==> config.mk <==
export PLATFORM = sky130hd
export DESIGN_NAME = source_text_tokenizer_flat
export DESIGN_NICKNAME = d
export VERILOG_FILES = /design/src/sv/stt_pkg.sv /design/src/sv/stt_byte_if.sv /design/src/sv/stt_tok_if.sv /design/src/sv/stt_lex.sv /design/src/sv/source_text_tokenizer.sv /design/src/flat_wrapper.sv
export SDC_FILE = /design/constraint.sdc
export NUM_CORES = 1
export LEC_CHECK = 0
export BUFFER_PORTS_ARGS = -buffer_cell sky130_fd_sc_hd__buf_2
export CORE_UTILIZATION = 50
export DETAILED_ROUTE_END_ITERATION = 8
export PLACE_DENSITY = 0.73
export SLEW_MARGIN = 20
export SYNTH_ARGS = -nofsm -noshare
export SYNTH_HDL_FRONTEND = slang
export SYNTH_SLANG_ARGS = --single-unit
==> constraint.sdc <==
create_clock -name clk -period 9.65 [get_ports clk]
set_input_delay 0.965 -clock clk [delete_from_list [all_inputs] [get_ports clk]]
set_output_delay 0.965 -clock clk [all_outputs]
set_load 0.01 [all_outputs]
==> src/sv/stt_pkg.sv <==
`default_nettype none
package stt_pkg;

  localparam int OFFSET_BITS_DEF = 24;
  localparam int LENGTH_BITS_DEF = 16;

  // result queue depth; one byte may produce up to three tokens
  localparam int FIFO_DEPTH  = 4;
  localparam int MAX_RESULTS = 3;

  localparam int KIND_W = 5;
  localparam int MODE_W = 3;

  // token kinds
  localparam logic [KIND_W-1:0] K_LBRACE   = 5'd0;
  localparam logic [KIND_W-1:0] K_RBRACE   = 5'd1;
  localparam logic [KIND_W-1:0] K_LBRACKET = 5'd2;
  localparam logic [KIND_W-1:0] K_RBRACKET = 5'd3;
  localparam logic [KIND_W-1:0] K_QUESTION = 5'd4;
  localparam logic [KIND_W-1:0] K_COLON    = 5'd5;
  localparam logic [KIND_W-1:0] K_SEMI     = 5'd6;
  localparam logic [KIND_W-1:0] K_COMMA    = 5'd7;
  localparam logic [KIND_W-1:0] K_EOF      = 5'd8;
  localparam logic [KIND_W-1:0] K_QUOTE    = 5'd9;
  localparam logic [KIND_W-1:0] K_AMPAMP   = 5'd10;
  localparam logic [KIND_W-1:0] K_UNKNOWN  = 5'd11;
  localparam logic [KIND_W-1:0] K_STAR     = 5'd12;
  localparam logic [KIND_W-1:0] K_PLUS     = 5'd14;
  localparam logic [KIND_W-1:0] K_MINUS    = 5'd16;
  localparam logic [KIND_W-1:0] K_SLASH    = 5'd18;
  localparam logic [KIND_W-1:0] K_EXCLAIM  = 5'd20;
  localparam logic [KIND_W-1:0] K_LESS     = 5'd22;
  localparam logic [KIND_W-1:0] K_GREATER  = 5'd24;
  localparam logic [KIND_W-1:0] K_EQUAL    = 5'd26;
  localparam logic [KIND_W-1:0] K_IDENT    = 5'd28;
  localparam logic [KIND_W-1:0] K_NUMBER   = 5'd29;
  localparam logic [KIND_W-1:0] K_NONE     = 5'd0;

  // scan modes
  localparam logic [MODE_W-1:0] M_IDLE    = 3'd0;
  localparam logic [MODE_W-1:0] M_AMP     = 3'd1;
  localparam logic [MODE_W-1:0] M_OP      = 3'd2;
  localparam logic [MODE_W-1:0] M_IDENT   = 3'd3;
  localparam logic [MODE_W-1:0] M_NUM     = 3'd4;
  localparam logic [MODE_W-1:0] M_NUM_E   = 3'd5;
  localparam logic [MODE_W-1:0] M_NUM_EXP = 3'd6;

  // characters
  localparam logic [7:0] CH_NUL    = 8'h00;
  localparam logic [7:0] CH_LBRACE = 8'h7B;
  localparam logic [7:0] CH_RBRACE = 8'h7D;
  localparam logic [7:0] CH_LBRACK = 8'h5B;
  localparam logic [7:0] CH_RBRACK = 8'h5D;
  localparam logic [7:0] CH_QUEST  = 8'h3F;
  localparam logic [7:0] CH_COLON  = 8'h3A;
  localparam logic [7:0] CH_SEMI   = 8'h3B;
  localparam logic [7:0] CH_COMMA  = 8'h2C;
  localparam logic [7:0] CH_DQUOTE = 8'h22;
  localparam logic [7:0] CH_AMP    = 8'h26;
  localparam logic [7:0] CH_STAR   = 8'h2A;
  localparam logic [7:0] CH_PLUS   = 8'h2B;
  localparam logic [7:0] CH_MINUS  = 8'h2D;
  localparam logic [7:0] CH_SLASH  = 8'h2F;
  localparam logic [7:0] CH_EXCL   = 8'h21;
  localparam logic [7:0] CH_LESS   = 8'h3C;
  localparam logic [7:0] CH_GREAT  = 8'h3E;
  localparam logic [7:0] CH_EQ     = 8'h3D;
  localparam logic [7:0] CH_UNDER  = 8'h5F;
  localparam logic [7:0] CH_DOT    = 8'h2E;
  localparam logic [7:0] CH_LOW_E  = 8'h65;
  localparam logic [7:0] CH_UP_E   = 8'h45;
  localparam logic [7:0] CH_0      = 8'h30;
  localparam logic [7:0] CH_9      = 8'h39;
  localparam logic [7:0] CH_LOW_A  = 8'h61;
  localparam logic [7:0] CH_LOW_Z  = 8'h7A;
  localparam logic [7:0] CH_UP_A   = 8'h41;
  localparam logic [7:0] CH_UP_Z   = 8'h5A;

  typedef struct packed {
    logic [MODE_W-1:0] mode;
    logic [KIND_W-1:0] pend;
  } scan_ctl_t;

  function automatic logic [KIND_W-1:0] op_kind(input logic [7:0] b);
    logic [KIND_W-1:0] k;
    case (b)
      CH_STAR:  k = K_STAR;
      CH_PLUS:  k = K_PLUS;
      CH_MINUS: k = K_MINUS;
      CH_SLASH: k = K_SLASH;
      CH_EXCL:  k = K_EXCLAIM;
      CH_LESS:  k = K_LESS;
      CH_GREAT: k = K_GREATER;
      CH_EQ:    k = K_EQUAL;
      default:  k = K_NONE;
    endcase
    return k;
  endfunction

  function automatic logic is_alpha(input logic [7:0] b);
    return b inside {[CH_LOW_A:CH_LOW_Z], [CH_UP_A:CH_UP_Z], CH_UNDER};
  endfunction

  function automatic logic is_digit(input logic [7:0] b);
    return b inside {[CH_0:CH_9]};
  endfunction

endpackage
`default_nettype wire

==> src/sv/stt_byte_if.sv <==
`default_nettype none
interface stt_byte_if;
  logic       valid;
  logic       ready;
  logic [7:0] byte_in;

  modport source (output valid, output byte_in, input ready);
  modport sink   (input valid, input byte_in, output ready);
endinterface
`default_nettype wire

==> src/sv/stt_tok_if.sv <==
`default_nettype none
interface stt_tok_if #(
  parameter int OFFSET_BITS = stt_pkg::OFFSET_BITS_DEF,
  parameter int LENGTH_BITS = stt_pkg::LENGTH_BITS_DEF
);
  logic                       valid;
  logic                       ready;
  logic [stt_pkg::KIND_W-1:0] token_kind;
  logic [OFFSET_BITS-1:0]     token_start;
  logic [LENGTH_BITS-1:0]     token_length;
  logic                       last_of_run;

  modport source (output valid, output token_kind, output token_start,
                  output token_length, output last_of_run, input ready);
  modport sink   (input valid, input token_kind, input token_start,
                  input token_length, input last_of_run, output ready);
endinterface
`default_nettype wire

==> src/sv/stt_lex.sv <==
`default_nettype none
module stt_lex #(
  parameter int OFFSET_BITS = stt_pkg::OFFSET_BITS_DEF,
  parameter int LENGTH_BITS = stt_pkg::LENGTH_BITS_DEF
) (
  input  wire logic [7:0]                 byte_i,
  input  wire logic [OFFSET_BITS-1:0]     position_i,
  input  wire stt_pkg::scan_ctl_t         ctl_i,
  input  wire logic [OFFSET_BITS-1:0]     run_start_i,
  input  wire logic [LENGTH_BITS-1:0]     run_len_i,
  output      logic [OFFSET_BITS-1:0]     position_o,
  output      stt_pkg::scan_ctl_t         ctl_o,
  output      logic [OFFSET_BITS-1:0]     run_start_o,
  output      logic [LENGTH_BITS-1:0]     run_len_o,
  output      logic [1:0]                 count_o,
  output      logic [stt_pkg::KIND_W-1:0] kind_o  [stt_pkg::MAX_RESULTS],
  output      logic [OFFSET_BITS-1:0]     start_o [stt_pkg::MAX_RESULTS],
  output      logic [LENGTH_BITS-1:0]     len_o   [stt_pkg::MAX_RESULTS]
);

  localparam int SUM_W = ((OFFSET_BITS > LENGTH_BITS) ? OFFSET_BITS : LENGTH_BITS) + 1;
  localparam logic [LENGTH_BITS-1:0] LEN1 = LENGTH_BITS'(1);
  localparam logic [LENGTH_BITS-1:0] LEN2 = LENGTH_BITS'(2);

  logic [SUM_W-1:0]       end_sum;
  logic [OFFSET_BITS-1:0] end_off;
  logic [LENGTH_BITS:0]   len_p1_sum;
  logic [LENGTH_BITS:0]   len_p2_sum;
  logic [LENGTH_BITS-1:0] len_p1;
  logic [LENGTH_BITS-1:0] len_p2;
  logic [OFFSET_BITS:0]   pos_sum;
  logic                   alnum;
  logic                   numch;
  logic [stt_pkg::KIND_W-1:0] opk;

  // offset just past the pending run, saturating
  assign end_sum = SUM_W'(run_start_i) + SUM_W'(run_len_i);
  assign end_off = (end_sum[SUM_W-1:OFFSET_BITS] != '0) ? '1 : end_sum[OFFSET_BITS-1:0];

  assign len_p1_sum = {1'b0, run_len_i} + (LENGTH_BITS+1)'(1);
  assign len_p2_sum = {1'b0, run_len_i} + (LENGTH_BITS+1)'(2);
  assign len_p1     = len_p1_sum[LENGTH_BITS] ? '1 : len_p1_sum[LENGTH_BITS-1:0];
  assign len_p2     = len_p2_sum[LENGTH_BITS] ? '1 : len_p2_sum[LENGTH_BITS-1:0];

  assign pos_sum = {1'b0, position_i} + (OFFSET_BITS+1)'(1);

  assign alnum = stt_pkg::is_alpha(byte_i) || stt_pkg::is_digit(byte_i);
  assign numch = stt_pkg::is_digit(byte_i) || (byte_i == stt_pkg::CH_DOT);
  assign opk   = stt_pkg::op_kind(byte_i);

  always_comb begin
    logic [1:0] n;
    logic       taken;
    n           = 2'd0;
    taken       = 1'b0;
    ctl_o       = ctl_i;
    run_start_o = run_start_i;
    run_len_o   = run_len_i;
    position_o  = pos_sum[OFFSET_BITS] ? '1 : pos_sum[OFFSET_BITS-1:0];
    for (int i = 0; i < stt_pkg::MAX_RESULTS; i++) begin
      kind_o[i]  = stt_pkg::K_NONE;
      start_o[i] = '0;
      len_o[i]   = '0;
    end

    if (byte_i == stt_pkg::CH_NUL) begin
      // close the pending token, then end of file
      case (ctl_i.mode)
        stt_pkg::M_AMP: begin
          kind_o[n] = stt_pkg::K_UNKNOWN; start_o[n] = run_start_i; len_o[n] = LEN1;
          n = n + 2'd1;
        end
        stt_pkg::M_OP: begin
          kind_o[n] = ctl_i.pend; start_o[n] = run_start_i; len_o[n] = LEN1;
          n = n + 2'd1;
        end
        stt_pkg::M_IDENT: begin
          kind_o[n] = stt_pkg::K_IDENT; start_o[n] = run_start_i; len_o[n] = run_len_i;
          n = n + 2'd1;
        end
        stt_pkg::M_NUM, stt_pkg::M_NUM_EXP: begin
          kind_o[n] = stt_pkg::K_NUMBER; start_o[n] = run_start_i; len_o[n] = run_len_i;
          n = n + 2'd1;
        end
        stt_pkg::M_NUM_E: begin
          kind_o[n] = stt_pkg::K_NUMBER; start_o[n] = run_start_i; len_o[n] = run_len_i;
          n = n + 2'd1;
          kind_o[n] = stt_pkg::K_IDENT; start_o[n] = end_off; len_o[n] = LEN1;
          n = n + 2'd1;
        end
        default: ;
      endcase
      kind_o[n]  = stt_pkg::K_EOF; start_o[n] = position_i; len_o[n] = LEN1;
      n          = n + 2'd1;
      position_o  = '0;
      ctl_o.mode  = stt_pkg::M_IDLE;
      ctl_o.pend  = stt_pkg::K_NONE;
      run_start_o = '0;
      run_len_o   = '0;
    end else begin
      case (ctl_i.mode)
        stt_pkg::M_AMP: begin
          kind_o[n]  = (byte_i == stt_pkg::CH_AMP) ? stt_pkg::K_AMPAMP : stt_pkg::K_UNKNOWN;
          start_o[n] = run_start_i; len_o[n] = LEN2;
          n          = n + 2'd1;
          ctl_o.mode = stt_pkg::M_IDLE;
          taken      = 1'b1;
        end
        stt_pkg::M_OP: begin
          if (byte_i == stt_pkg::CH_EQ) begin
            kind_o[n] = ctl_i.pend + 5'd1; start_o[n] = run_start_i; len_o[n] = LEN2;
            taken     = 1'b1;
          end else begin
            kind_o[n] = ctl_i.pend; start_o[n] = run_start_i; len_o[n] = LEN1;
          end
          n          = n + 2'd1;
          ctl_o.mode = stt_pkg::M_IDLE;
        end
        stt_pkg::M_IDENT: begin
          if (alnum) begin
            run_len_o = len_p1;
            taken     = 1'b1;
          end else begin
            kind_o[n] = stt_pkg::K_IDENT; start_o[n] = run_start_i; len_o[n] = run_len_i;
            n          = n + 2'd1;
            ctl_o.mode = stt_pkg::M_IDLE;
          end
        end
        stt_pkg::M_NUM: begin
          if (numch) begin
            run_len_o = len_p1;
            taken     = 1'b1;
          end else if (byte_i == stt_pkg::CH_LOW_E || byte_i == stt_pkg::CH_UP_E) begin
            ctl_o.mode = stt_pkg::M_NUM_E;
            taken      = 1'b1;
          end else begin
            kind_o[n] = stt_pkg::K_NUMBER; start_o[n] = run_start_i; len_o[n] = run_len_i;
            n          = n + 2'd1;
            ctl_o.mode = stt_pkg::M_IDLE;
          end
        end
        stt_pkg::M_NUM_E: begin
          if (byte_i == stt_pkg::CH_PLUS || byte_i == stt_pkg::CH_MINUS) begin
            run_len_o  = len_p2;
            ctl_o.mode = stt_pkg::M_NUM_EXP;
            taken      = 1'b1;
          end else begin
            // broken exponent: the number ends before the e, the e starts a name
            kind_o[n] = stt_pkg::K_NUMBER; start_o[n] = run_start_i; len_o[n] = run_len_i;
            n           = n + 2'd1;
            run_start_o = end_off;
            if (alnum) begin
              run_len_o  = LEN2;
              ctl_o.mode = stt_pkg::M_IDENT;
              taken      = 1'b1;
            end else begin
              run_len_o = LEN1;
              kind_o[n] = stt_pkg::K_IDENT; start_o[n] = end_off; len_o[n] = LEN1;
              n          = n + 2'd1;
              ctl_o.mode = stt_pkg::M_IDLE;
            end
          end
        end
        stt_pkg::M_NUM_EXP: begin
          if (numch) begin
            run_len_o = len_p1;
            taken     = 1'b1;
          end else begin
            kind_o[n] = stt_pkg::K_NUMBER; start_o[n] = run_start_i; len_o[n] = run_len_i;
            n          = n + 2'd1;
            ctl_o.mode = stt_pkg::M_IDLE;
          end
        end
        default: ctl_o.mode = stt_pkg::M_IDLE;
      endcase

      // byte not absorbed: it opens a new token
      if (!taken) begin
        case (byte_i)
          stt_pkg::CH_LBRACE: begin
            kind_o[n] = stt_pkg::K_LBRACE; start_o[n] = position_i; len_o[n] = LEN1;
            n = n + 2'd1;
          end
          stt_pkg::CH_RBRACE: begin
            kind_o[n] = stt_pkg::K_RBRACE; start_o[n] = position_i; len_o[n] = LEN1;
            n = n + 2'd1;
          end
          stt_pkg::CH_LBRACK: begin
            kind_o[n] = stt_pkg::K_LBRACKET; start_o[n] = position_i; len_o[n] = LEN1;
            n = n + 2'd1;
          end
          stt_pkg::CH_RBRACK: begin
            kind_o[n] = stt_pkg::K_RBRACKET; start_o[n] = position_i; len_o[n] = LEN1;
            n = n + 2'd1;
          end
          stt_pkg::CH_QUEST: begin
            kind_o[n] = stt_pkg::K_QUESTION; start_o[n] = position_i; len_o[n] = LEN1;
            n = n + 2'd1;
          end
          stt_pkg::CH_COLON: begin
            kind_o[n] = stt_pkg::K_COLON; start_o[n] = position_i; len_o[n] = LEN1;
            n = n + 2'd1;
          end
          stt_pkg::CH_SEMI: begin
            kind_o[n] = stt_pkg::K_SEMI; start_o[n] = position_i; len_o[n] = LEN1;
            n = n + 2'd1;
          end
          stt_pkg::CH_COMMA: begin
            kind_o[n] = stt_pkg::K_COMMA; start_o[n] = position_i; len_o[n] = LEN1;
            n = n + 2'd1;
          end
          stt_pkg::CH_DQUOTE: begin
            kind_o[n] = stt_pkg::K_QUOTE; start_o[n] = position_i; len_o[n] = LEN1;
            n = n + 2'd1;
          end
          default: begin
            run_start_o = position_i;
            run_len_o   = LEN1;
            if (byte_i == stt_pkg::CH_AMP) begin
              ctl_o.mode = stt_pkg::M_AMP;
            end else if (opk != stt_pkg::K_NONE) begin
              ctl_o.mode = stt_pkg::M_OP;
              ctl_o.pend = opk;
            end else if (stt_pkg::is_alpha(byte_i)) begin
              ctl_o.mode = stt_pkg::M_IDENT;
            end else if (stt_pkg::is_digit(byte_i)) begin
              ctl_o.mode = stt_pkg::M_NUM;
            end else begin
              run_len_o = '0;
              kind_o[n] = stt_pkg::K_UNKNOWN; start_o[n] = position_i; len_o[n] = LEN1;
              n = n + 2'd1;
            end
          end
        endcase
      end
    end
    count_o = n;
  end

endmodule
`default_nettype wire

==> src/sv/source_text_tokenizer.sv <==
// Channel  Interface    Dir  Word
// in_ch    stt_byte_if  in   byte_in: one source byte, zero ends the buffer
// out_ch   stt_tok_if   out  token_kind, token_start, token_length, last_of_run
//
// Each accepted byte is held in the input register, then is lexed in one
// pass and its zero to three tokens drop into a four-word result queue.
// Sustained rate is one byte per cycle; every byte waits in the input register
// while the queue holds more than one word, so multi-token bytes slow the stream.
// The output side drains one token per cycle while the receiver is ready, straight from the queue head.
// Reset (synchronous, rst_n low) clears the offset, the scan state and the queue.
// A stalled output keeps its word; the input keeps taking bytes while there is room.
`default_nettype none
module source_text_tokenizer #(
  parameter int OFFSET_BITS = stt_pkg::OFFSET_BITS_DEF,
  parameter int LENGTH_BITS = stt_pkg::LENGTH_BITS_DEF
) (
  input wire logic   clk,
  input wire logic   rst_n,
  stt_byte_if.sink   in_ch,
  stt_tok_if.source  out_ch
);

  localparam int PTR_W = $clog2(stt_pkg::FIFO_DEPTH);
  localparam int CNT_W = PTR_W + 1;
  localparam int NR    = stt_pkg::MAX_RESULTS;

  // input register
  logic [7:0] byte_r;
  logic       in_vld_r;

  // scan state
  logic [OFFSET_BITS-1:0] position_r;
  stt_pkg::scan_ctl_t     ctl_r;
  logic [OFFSET_BITS-1:0] run_start_r;
  logic [LENGTH_BITS-1:0] run_len_r;

  logic [OFFSET_BITS-1:0] position_nxt;
  stt_pkg::scan_ctl_t     ctl_nxt;
  logic [OFFSET_BITS-1:0] run_start_nxt;
  logic [LENGTH_BITS-1:0] run_len_nxt;

  logic [1:0]                 res_cnt;
  logic [stt_pkg::KIND_W-1:0] res_kind  [NR];
  logic [OFFSET_BITS-1:0]     res_start [NR];
  logic [LENGTH_BITS-1:0]     res_len   [NR];

  // result queue
  logic [stt_pkg::KIND_W-1:0] q_kind_r  [stt_pkg::FIFO_DEPTH];
  logic [OFFSET_BITS-1:0]     q_start_r [stt_pkg::FIFO_DEPTH];
  logic [LENGTH_BITS-1:0]     q_len_r   [stt_pkg::FIFO_DEPTH];
  logic                       q_last_r  [stt_pkg::FIFO_DEPTH];
  logic [PTR_W-1:0]           wr_ptr_r;
  logic [PTR_W-1:0]           rd_ptr_r;
  logic [CNT_W-1:0]           count_r;
  logic [CNT_W-1:0]           count_nxt;

  logic fire;
  logic pop;
  logic in_take;

  // lex the registered byte only when the queue can hold the worst case
  assign fire    = in_vld_r && (count_r <= CNT_W'(stt_pkg::FIFO_DEPTH - NR));
  assign in_ch.ready = !in_vld_r || fire;
  assign in_take = in_ch.valid && in_ch.ready;
  assign pop     = out_ch.valid && out_ch.ready;

  stt_lex #(
    .OFFSET_BITS (OFFSET_BITS),
    .LENGTH_BITS (LENGTH_BITS)
  ) u_lex (
    .byte_i      (byte_r),
    .position_i  (position_r),
    .ctl_i       (ctl_r),
    .run_start_i (run_start_r),
    .run_len_i   (run_len_r),
    .position_o  (position_nxt),
    .ctl_o       (ctl_nxt),
    .run_start_o (run_start_nxt),
    .run_len_o   (run_len_nxt),
    .count_o     (res_cnt),
    .kind_o      (res_kind),
    .start_o     (res_start),
    .len_o       (res_len)
  );

  always_ff @(posedge clk) begin
    if (!rst_n) begin
      in_vld_r <= 1'b0;
    end else if (in_ch.ready) begin
      in_vld_r <= in_ch.valid;
    end
  end

  // payload: load only on accept
  always_ff @(posedge clk) begin
    if (in_take) begin
      byte_r <= in_ch.byte_in;
    end
  end

  always_ff @(posedge clk) begin
    if (!rst_n) begin
      position_r  <= '0;
      ctl_r.mode  <= stt_pkg::M_IDLE;
      ctl_r.pend  <= stt_pkg::K_NONE;
      run_start_r <= '0;
      run_len_r   <= '0;
    end else if (fire) begin
      position_r  <= position_nxt;
      ctl_r       <= ctl_nxt;
      run_start_r <= run_start_nxt;
      run_len_r   <= run_len_nxt;
    end
  end

  // push this byte's tokens in order; the last one carries last_of_run
  always_ff @(posedge clk) begin
    if (fire) begin
      for (int i = 0; i < NR; i++) begin
        if (2'(i) < res_cnt) begin
          q_kind_r[PTR_W'(wr_ptr_r + PTR_W'(i))]  <= res_kind[i];
          q_start_r[PTR_W'(wr_ptr_r + PTR_W'(i))] <= res_start[i];
          q_len_r[PTR_W'(wr_ptr_r + PTR_W'(i))]   <= res_len[i];
          q_last_r[PTR_W'(wr_ptr_r + PTR_W'(i))]  <= (2'(i) == res_cnt - 2'd1);
        end
      end
    end
  end

  always_comb begin
    count_nxt = count_r;
    if (fire) begin
      count_nxt = count_nxt + CNT_W'(res_cnt);
    end
    if (pop) begin
      count_nxt = count_nxt - CNT_W'(1);
    end
  end

  always_ff @(posedge clk) begin
    if (!rst_n) begin
      wr_ptr_r <= '0;
      rd_ptr_r <= '0;
      count_r  <= '0;
    end else begin
      count_r <= count_nxt;
      if (fire) begin
        wr_ptr_r <= PTR_W'(wr_ptr_r + PTR_W'(res_cnt));
      end
      if (pop) begin
        rd_ptr_r <= PTR_W'(rd_ptr_r + PTR_W'(1));
      end
    end
  end

  assign out_ch.valid        = (count_r != '0);
  assign out_ch.token_kind   = q_kind_r[rd_ptr_r];
  assign out_ch.token_start  = q_start_r[rd_ptr_r];
  assign out_ch.token_length = q_len_r[rd_ptr_r];
  assign out_ch.last_of_run  = q_last_r[rd_ptr_r];

endmodule
`default_nettype wire

==> src/flat_wrapper.sv <==
// flat-port wrapper written by rule: the top's interface ports become plain ports
module source_text_tokenizer_flat 
#(
  parameter int OFFSET_BITS = stt_pkg::OFFSET_BITS_DEF,
  parameter int LENGTH_BITS = stt_pkg::LENGTH_BITS_DEF
)
  (clk, rst_n, in_ch_valid, in_ch_byte_in, in_ch_ready, out_ch_valid, out_ch_token_kind, out_ch_token_start, out_ch_token_length, out_ch_last_of_run, out_ch_ready);
  stt_byte_if in_ch_i ();
  stt_tok_if #(.OFFSET_BITS(OFFSET_BITS), .LENGTH_BITS(LENGTH_BITS)) out_ch_i ();
  input wire logic clk;
  input wire logic rst_n;
  input wire logic [$bits(in_ch_i.valid)-1:0] in_ch_valid;
  input wire logic [$bits(in_ch_i.byte_in)-1:0] in_ch_byte_in;
  output wire logic [$bits(in_ch_i.ready)-1:0] in_ch_ready;
  output wire logic [$bits(out_ch_i.valid)-1:0] out_ch_valid;
  output wire logic [$bits(out_ch_i.token_kind)-1:0] out_ch_token_kind;
  output wire logic [$bits(out_ch_i.token_start)-1:0] out_ch_token_start;
  output wire logic [$bits(out_ch_i.token_length)-1:0] out_ch_token_length;
  output wire logic [$bits(out_ch_i.last_of_run)-1:0] out_ch_last_of_run;
  input wire logic [$bits(out_ch_i.ready)-1:0] out_ch_ready;
  assign in_ch_i.valid = in_ch_valid;
  assign in_ch_i.byte_in = in_ch_byte_in;
  assign in_ch_ready = in_ch_i.ready;
  assign out_ch_valid = out_ch_i.valid;
  assign out_ch_token_kind = out_ch_i.token_kind;
  assign out_ch_token_start = out_ch_i.token_start;
  assign out_ch_token_length = out_ch_i.token_length;
  assign out_ch_last_of_run = out_ch_i.last_of_run;
  assign out_ch_i.ready = out_ch_ready;
  source_text_tokenizer #(.OFFSET_BITS(OFFSET_BITS), .LENGTH_BITS(LENGTH_BITS)) u_core (.clk(clk), .rst_n(rst_n), .in_ch(in_ch_i), .out_ch(out_ch_i));
endmodule
### Word level (Yosys, flattened, before mapping)

Memory sizes are Yosys's and may differ from the RTL's. A register that Yosys moved wholly into a read port is not among the register bits.
Index checks and enable logic that the tools add are counted.

* flip-flop bits (word level): 88
* memories kept: 4
* input port bits: 12
* logic and storage cells: 305
* memory bits (read-only): 0
* latch bits: 0
* memory bits (writable): 184
* output and inout port bits: 48

* add/sub/neg operators: 14
* shifts and indexed selects: 0
* multipliers: 0
* magnitude comparators: 14
* equality and inequality tests: 33
* bitwise gates (word level): 40
* divide/modulo/power cells: 0
* multiplexer cells: 162
* reductions and logical operators: 28

Memories
* u_core.q_start_r: depth 4, width 24, rd ports 1, clocked after Yosys merged registers in 1, wr ports 3, RTL line source_text_tokenizer.sv:49 `logic [OFFSET_BITS-1:0] q_start_r [stt_pkg::FIFO_DEPTH];`
* u_core.q_len_r: depth 4, width 16, rd ports 1, clocked after Yosys merged registers in 1, wr ports 3, RTL line source_text_tokenizer.sv:50 `logic [LENGTH_BITS-1:0] q_len_r [stt_pkg::FIFO_DEPTH];`
* u_core.q_kind_r: depth 4, width 5, rd ports 1, clocked after Yosys merged registers in 1, wr ports 3, RTL line source_text_tokenizer.sv:48 `logic [stt_pkg::KIND_W-1:0] q_kind_r [stt_pkg::FIFO_DEPTH];`
* u_core.q_last_r: depth 4, width 1, rd ports 1, clocked after Yosys merged registers in 1, wr ports 3, RTL line source_text_tokenizer.sv:51 `logic q_last_r [stt_pkg::FIFO_DEPTH];`

Operators by type and width (count)
* 2-to-1 mux 24 bit: 22
* 2-to-1 mux 72 bit: 7
* 2-to-1 mux 48 bit: 8
* 2-to-1 mux 16 bit: 19
* bitwise mux 72 bit: 2
* one-hot mux 15 bit (9 select lines): 1
* == test 8 x 6 -> 1 bit (second input constant): 15
* one-hot mux 24 bit (5 select lines): 1
* demux 24 bit (select 2 bit): 2
* one-hot mux 16 bit (6 select lines): 1
* bitwise AND 45 bit: 2
* 2-to-1 mux 15 bit: 6
* NOT 45 bit: 2
* 2-to-1 mux 5 bit: 15
* demux 16 bit (select 2 bit): 2
* == test 8 x 7 -> 1 bit (second input constant): 7
* bitwise AND 12 bit: 4
* NOT 12 bit: 4
* one-hot mux 16 bit (3 select lines): 1
* 2-to-1 mux 2 bit: 22
* one-hot mux 5 bit (8 select lines): 1
* bitwise AND 9 bit: 4
* NOT 9 bit: 4
* 2-to-1 mux 3 bit: 11
* other kinds (62): 128

### Depth between registers and ports, before layout

Gate-level depths: netlist of the first run.

* depth in word-level cells: 22
* mapped depth: 19
* depth with buffers taken out: 16

### Modules after synthesis

Synthesis of the first run repeated with hierarchy kept, for this count alone.

* cell total of the unflattened synthesis: 2558
* area, all modules: 20732.4 um^2

Modules (own cells, without submodules)
* source_text_tokenizer: seq. area each 7407.1 um^2, times used 1, cells each 1593, area an instance 14874.3 um^2
* stt_lex: seq. area each 0.0 um^2, times used 1, cells each 965, area an instance 5858.1 um^2

### Least setup slack after synthesis of the first run

Ideal clock, no wire load.

* kind: reg2reg
* start point: register u_core.byte_r[3]
* end point: register u_core.count_r[2]
* path slack: 5.159 ns
* library setup time: 0.115 ns
* path buffers: 3
* data required time: 9.535 ns
* arrival: 4.376 ns
* period minus slack after synthesis: 4.491 ns
* stages on the path, launching flop included: 18
* cells stage by stage: edfxtp_1 clkbuf_1 and2_0 clkbuf_1 a31oi_1 nand2_1 clkbuf_1 ha_1 inv_1 nor4_2 nor2_1 inv_1 fa_1 a31oi_1 ha_1 nand2_1 xor2_1 and2_1

* word-level cells in the longest chain between the ends: 20
* elaborated cells between the ends (all ways): 68
* classes of those cells: add/sub: 3; order compare: 6; eq/ne: 22; mux: 26; reduce/logical: 11

RTL lines
* from (decl): RTL line source_text_tokenizer.sv:28 `logic [7:0] byte_r;`
* from (signal assigned): RTL line source_text_tokenizer.sv:97 `byte_r <= in_ch.byte_in;`
* >= comparator 8 x 7 -> 1 bit or less-or-equal comparator 8 x 7 -> 1 bit (tied branches): RTL line stt_pkg.sv:101 `return b inside {[CH_LOW_A:CH_LOW_Z], [CH_UP_A:CH_UP_Z], CH_UNDER};`
* logical AND 1 bit: RTL line stt_pkg.sv:101
* nonzero test 3 bit: RTL line stt_pkg.sv:101
* logical OR 1 bit: RTL line stt_lex.sv:47 `assign alnum = stt_pkg::is_alpha(byte_i) || stt_pkg::is_digit(byte_i);`
* 2-to-1 mux 2 bit: RTL line stt_lex.sv:152 `if (alnum) begin`
* 2-to-1 mux 2 bit: RTL line stt_lex.sv:143 `if (byte_i == stt_pkg::CH_PLUS || byte_i == stt_pkg::CH_MINUS) begin`
* one-hot mux 2 bit (5 select lines): RTL line stt_lex.sv:101 `case (ctl_i.mode)`
* 2-to-1 mux 2 bit: RTL line stt_lex.sv:66 `if (byte_i == stt_pkg::CH_NUL) begin`
* (+4 left out)
* 2-to-1 mux 2 bit: RTL line stt_lex.sv:219 `if (byte_i == stt_pkg::CH_AMP) begin`
* 2-to-1 mux 2 bit
* 2-to-1 mux 2 bit: RTL line stt_lex.sv:178 `if (!taken) begin`
* 2-to-1 mux 2 bit *: RTL line stt_lex.sv:66
* adder 3 x 2 -> 3 bit *: RTL line source_text_tokenizer.sv:133 `count_nxt = count_nxt + CNT_W'(res_cnt);`
* 2-to-1 mux 3 bit *: RTL line source_text_tokenizer.sv:132 `if (fire) begin`
* subtractor 3 x 1 -> 3 bit: RTL line source_text_tokenizer.sv:136 `count_nxt = count_nxt - CNT_W'(1);`
* 2-to-1 mux 3 bit *: RTL line source_text_tokenizer.sv:135 `if (pop) begin`
* to (signal assigned): RTL line source_text_tokenizer.sv:146 `count_r <= count_nxt;`
* to (decl): RTL line source_text_tokenizer.sv:54 `logic [CNT_W-1:0] count_r;`

Every way passes the cells marked *; elsewhere a longest branch is shown, timed or not. The select of a mux whose other input is x is not followed.
A chain may end at the register's enable or synchronous reset.

==> results of run 1 <==
-- cells by family after synthesis --
| group | after synthesis | share of synthesized area (%) |
|---|---|---|
| AO/OA/AOI/OAI | 746 | 27.9 |
| buffers and inverters | 213 | 4.75 |
| XOR/XNOR | 23 | 1.11 |
| adder cells (fa/ha/maj) | 27 | 1.95 |
| flip-flops | 273 | 37.3 |
| AND/OR/NAND/NOR | 685 | 18.0 |
| multiplexers | 105 | 9.02 |
-- Yosys cell counts, drive strengths merged (27+ instances only) --
cell	number	share of area, %
nand2	183	3.8
a31oi	28	0.97
o22ai	27	0.97
mux2i	57	3.2
nor2	202	4.2
edfxtp	128	21
o21ai	188	5.2
mux4	46	5.7
inv	33	0.68
a21o	41	1.7
nand3	74	2.0
and2	34	1.2
buf	41	1.2
clkbuf	139	2.9
a21oi	165	4.6
dfxtp	145	16
nor3	54	1.5
-- final cells by class --
class	instances	area, sq um
Fill cell	3139	15700
Multi-Input combinational cell	1586	10600
Sequential cell	273	6750
Clock buffer	34	818
Timing Repair Buffer	108	663
Tap cell	461	577
Clock inverter	22	288
Inverter	33	124
-- path summary, 6_finish.rpt --
check / depth (start not counted) / startpoint / endpoint
max: 11 / u_core.byte_r[3] / u_core.q_start_r[0][14]
min: 2 / u_core.q_len_r[0][1] / u_core.q_len_r[0][1]
max reg2reg: 11 / u_core.byte_r[3] / u_core.q_start_r[0][14]
min reg2reg: 2 / u_core.q_len_r[0][1] / u_core.q_len_r[0][1]
-- registers in the layout, indices dropped and copies added, names as in the netlist, named ones only --
signal and flops:
u_core.run_start_r 24, u_core.q_len_r 64, u_core.ctl_r 7, u_core.q_kind_r 20, u_core.run_len_r 16, u_core.in_vld_r 1
u_core.rd_ptr_r 2, u_core.position_r 24, u_core.wr_ptr_r 2, u_core.q_start_r 96, u_core.count_r 3, u_core.q_last_r 4
u_core.byte_r 8
-- through the flow --
| stage | worst slack [ns] | instance area (sq um) | util, % |
|---|---|---|---|
| 6_report | 3.63 | 19800 | 55.7 |
| 5_1_grt | 3.31 | 19800 | 55.7 |
| 4_1_cts | 3.79 | 19800 | 55.7 |
| 3_5_place_dp | 3.92 | 18700 | 52.6 |
| 3_3_place_gp | 4.14 | 18700 | 52.6 |
| 2_1_floorplan | 5.16 | 18100 | - |
-- tightest hold or removal path, cell delays in order, from the launching register on --
cell and delay [ns]:
dfxtp_1 0.31, nand3_1 0.06, a21oi_1 0.06
-- routing by layer --
layer	part of all wire, %	track usage (%)	up-vias
met2	42	50.8	1297
li1	-	-	7820
met1	40	47.8	8445
met3	13	7.82	226
met4	5.2	16.4	0
met5	0	0	-
-- report_power, final --
part | switching, mW | internal (mW) | leakage, nW | total, mW
Combinational | 0.554 | 0.354 | 4.25 | 0.908
Clock | 0.525 | 0.752 | 0.539 | 1.28
Sequential | 0.103 | 1.31 | 2.37 | 1.41
==> qor.yml, run 1 <==
placed_design:
  place.port_buffers: 59
  dpl.hpwl_mm: 45.8
  routabilityCongestion: 1.02
  dp.cells: 2461
global_route:
  grt_max_degree: 66
  grt_pass1_vias: 16400
  overflow: 0
  antenna_found_initial: 1
  grt_pass1_wl_mm: 97.7
  grt_use_total_pct: 34.5
synth:
  ys_seq_area_share_pct: 37.3
  synth.avg_cell_area_sq_um: 8.74
  synth_nets: 2111
  yosys_warnings: 0
  syn_inst: 2072
  async_flop_share_pct: 0
  netlist_area_sq_mm: 0.0181
  yosysUniqueCellTypes: 94
  ys.flop_type: "dfxtp_1"
  synth_seq_cells: 273
  synth-edff-count: 128
detailed_routing:
  ant_nets: 0
  drt_iter0_drc: 2638
  via_per_inst: 7.07
  wl_mm: 64.8
  drc_errors: 0
  drtPass1Iterations: 7
  vias: 17800
  wl_per_cell_um: 25.7
setup_path:
  crit_family: "simple AND/OR/NAND/NOR gates"
  path_buf_inv: 1
  critPathKind: "reg -> reg"
  reg2reg_slack_ns: 3.63
  endpoint_kind: "register"
  required_ns: 10.09
  cp.arrival_ns: 6.46
  cp_slowest_cell: "nor4_4"
  path_max_fanout: 20
  start_kind: "register"
  path_cells: "nor3_1, o2bb2ai_1, o21a_1, nand2_1, ha_1, inv_1, nor4_2, nor2_1, nor4_4, and2_1, a221o_1"
  slowest_delay_ns: 0.88
cells_and_area:
  area_growth_pct: 9.44
  fin_nets: 2071
  diodes: 0
  drive_gt1_share_pct: 13.0
  layout_common_cells: "nor2_1 (202), nand2_1 (181), o21ai_0 (175)"
  final_common_cell: "nor2_1"
  finalNonFillerCells: 2517
timing:
  fmax_ghz: 0.166
  finalCritPeriodShare_pct: 62.4
  finalSetupTns_ns: 0
  setup_viol: 0
  maxSlewViolCount: 0
  final_hold_viol_count: 0
  tightest_slew_ns: 1.08
  max-slew-margin-rel_pct: 27.6
  rsz0062_at_grt: "false"
  fin_worst_skew_ns: 0.0473
  fin_hold_ws_ns: 0.470
  fin_crit_ns: 6.02
clock_network:
  clock_sinks: 273
  cts_setup_buffers: 0
  cts_buffers: 30
  clkTransAtPathRegs_ns: 0.06
  cts-root-buf: "clkbuf_16"
  cts_tree: "done"
  ctsResizeCount: 0
  clock_path_buffers: 3
  clk_latency_ns: 0.61
  cts_max_level: 1
  ctsHoldBuffers: 0
power_and_ir_drop:
  p_leak_nw: 7.15
  p_per_area_mw_per_mm2: 181
  ir_worst_vdd_v: 0.000172
  finalPower_mw: 3.60
job:
  cap_viol_max_count: 0
floorplan:
  die_y_um: 192
  dieArea_sq_mm: 0.0370
  die_x_um: 192
  core_area_sq_mm: 0.0356
  start_util_pct: 50.9
  num_io_pins: 60
  rows: 69
min_path:
  worstHoldPathType: "reg -> reg"
run_status:
  status: "finished clean"
(Power assumes the default switching activity.)
==> run 2, diff against run 1 <==
clock period = 5.9 ns   (was 9.65 ns; I/O delays follow)
==> run 2 against run 1 <==
  * Register-to-register slack got worse by 3.1 ns
  * Fmax increased by 12%
  * Non-clock buffer count increased by 12
  * Critical path depth increased by 5
  * Largest power group unchanged
==> qor.yml, run 2 (same netlist as run 1, synthesis figures left out) <==
setup_path:
  cp.depth: 16  # was 11
  cp_slowest_cell: "or4b_1"  # was nor4_4
  crit_family: "simple AND/OR/NAND/NOR gates"  # unchanged
  path_max_fanout: 17  # was 20
  path_buf_inv: 2  # was 1
  required_ns: 6.38  # was 10.09 ns
  slowest_delay_ns: 0.70  # was 0.88 ns
  start_kind: "register"  # unchanged
  critPathKind: "reg -> reg"  # unchanged
  cp.arrival_ns: 5.88  # was 6.46 ns
  reg2reg_depth: 16  # was 11
  path_cells: "or4b_1, or3_4, a211oi_2, a21o_2, nor3_1, buf_4, mux2i_1, nand2_1, inv_1, ha_1, fa_1, a31oi_1, ha_1, nand2_1, xor2_1, and2_1"  # was nor3_1, o2bb2ai_1, o21a_1, nand2_1, ha_1, inv_1, nor4_2, nor2_1, nor4_4, and2_1, a221o_1
  endpoint_kind: "register"  # unchanged
timing:
  finalCritPeriodShare_pct: 91.5  # was 62.4%
  fin_hold_ws_ns: 0.172  # was 0.470 ns
  rsz0062_at_grt: "false"  # unchanged
  max-slew-margin-rel_pct: 22.6  # was 27.6%
  fin_worst_skew_ns: 0.0113  # was 0.0473 ns
  maxSlewViolCount: 0  # unchanged
  fmax_ghz: 0.185  # was 0.166 GHz
  setup_viol: 0  # unchanged
  finalSetupTns_ns: 0  # unchanged
  final_hold_viol_count: 0  # unchanged
  tightest_slew_ns: 1.16  # was 1.08 ns
  fin_crit_ns: 5.40  # was 6.02 ns
  setup_ws_ns: 0.504  # was 3.63 ns
global_route:
  overflow: 0  # unchanged
  antenna_found_initial: 1  # unchanged
  grt_use_total_pct: 34.4  # was 34.5%
  grt_pass1_vias: 16100  # was 16400
  grt_max_degree: 66  # unchanged
  grt_pass1_wl_mm: 96.7  # was 97.7 mm
power_and_ir_drop:
  clkPwrFrac_pct: 32.4  # was 35.5%
  comb_power_share_pct: 26.6  # was 25.3%
  p_leak_nw: 7.12  # was 7.15 nW
  p_sw_mw: 1.89  # was 1.18 mW
  seqPwrFrac_pct: 41.1  # was 39.2%
  internal_power_mw: 3.73  # was 2.41 mW
  ir_worst_vdd_v: 0.000337  # was 0.000172 V
  sw_frac_of_total_pct: 33.6  # was 32.9%
  finalPower_mw: 5.62  # was 3.60 mW
  p_per_area_mw_per_mm2: 285  # was 181 mW/mm^2
placed_design:
  place_ws_ns: 0.672  # was 3.92 ns
  routabilityCongestion: 1.02  # about the same
  dpl.hpwl_mm: 45.9  # was 45.8 mm
  dpl_cell_area_sq_mm: 0.0188  # was 0.0187 sq mm
  place.port_buffers: 59  # unchanged
  dp.cells: 2473  # was 2461
run_status:
  status: "finished clean"  # unchanged
clock_network:
  cts_buffers: 30  # unchanged
  cts-root-buf: "clkbuf_16"  # unchanged
  clock_path_buffers: 3  # unchanged
  clk_latency_ns: 0.59  # was 0.61 ns
  cts_max_level: 1  # unchanged
  ctsResizeCount: 0  # unchanged
  clkTransAtPathRegs_ns: 0.06  # about the same
  ctsHoldBuffers: 0  # unchanged
  cts_tree: "done"  # unchanged
  cts_setup_buffers: 0  # unchanged
  clock_sinks: 273  # unchanged
detailed_routing:
  vias: 17700  # was 17800
  wl_per_cell_um: 25.5  # was 25.7 um
  ant_nets: 0  # unchanged
  drtPass1Iterations: 7  # unchanged
  drt_iter0_drc: 2582  # was 2638
  wl_mm: 64.4  # was 64.8 mm
  drc_errors: 0  # unchanged
  via_per_inst: 7.00  # was 7.07
floorplan:
  die_x_um: 192  # unchanged
  die_y_um: 192  # unchanged
  dieArea_sq_mm: 0.0370  # unchanged
  core_area_sq_mm: 0.0356  # unchanged
  num_io_pins: 60  # unchanged
  rows: 69  # unchanged
  start_util_pct: 50.9  # unchanged
cells_and_area:
  fin_area_sq_mm: 0.0197  # was 0.0198 sq mm
  top_register: "u_core.q_start_r"  # unchanged
  fill_cells: 3150  # was 3139
  area_growth_pct: 8.90  # was 9.44%
  top_regs: "u_core.q_start_r (96), u_core.q_len_r (64)"  # unchanged
  largest_reg_flops: 96  # unchanged
  fin_nets: 2083  # was 2071
  layout_common_cells: "nor2_1 (202), nand2_1 (181), o21ai_0 (175)"  # unchanged
  final_common_cell: "nor2_1"  # unchanged
  finalNonFillerCells: 2525  # was 2517
  diodes: 0  # unchanged
  drive_gt1_share_pct: 13.0  # about the same
  fin_util_pct: 55.4  # was 55.7%
job:
  cap_viol_max_count: 0  # unchanged
min_path:
  worstHoldPathType: "in -> reg"  # was reg -> reg
  whs_path_depth: 1  # was 2
[run 2: cell type report]
cell class | instances | area (sq um) | area share [%]
clock inverters | 17 | 144 | 0.730
multi-input cells | 1586 | 10600 | 53.7
inverters | 33 | 124 | 0.628
repair buffers | 120 | 753 | 3.82
well taps | 461 | 577 | 2.92
clock buffers | 35 | 791 | 4.01
flip-flops and latches | 273 | 6750 | 34.2
[run 2: worst register-to-register path, delay by kind of cell, from the launching register on]
family | cells | cell delay, ns
AOI/OAI and AO/OA | 3 | 0.89
DFF | 1 | 0.55
muxes | 1 | 0.34
buffers and inverters | 2 | 0.70
xor gates and xnor gates | 1 | 0.16
and+or+nand+nor | 6 | 1.78
adders and majority gates | 3 | 0.87
[run 2: path summary, 6_finish.rpt]
check	from	end	slack [ns]
worst max-delay path	u_core.byte_r[4]	u_core.count_r[2]	0.50
worst min-delay path	in_ch_byte_in[5]	u_core.byte_r[5]	0.17
worst max register to register	u_core.byte_r[4]	u_core.count_r[2]	0.50
worst min register to register	u_core.q_len_r[3][15]	u_core.q_len_r[3][15]	0.48
[run 2: power groups by stage]
stage               clock, mW  combinational (mW)  sequential [mW]
floorplan                   0                1.10             2.21
global placement            0                1.45             2.34
detailed placement          0                1.46             2.35
CTS                      1.83                1.47             2.31
global route             1.91                1.59             2.33
finish                   1.82                1.49             2.31
[run 2: routing by layer]
layer	up-vias	part of all wire [%]	routed length (um)	track usage [%]
li1	7855	-	-	-
met1	8402	40	25800	48.0
met2	1218	43	27800	51.4
met3	204	12	7810	6.60
met5	-	0	0	0
met4	0	4.7	3000	15.4
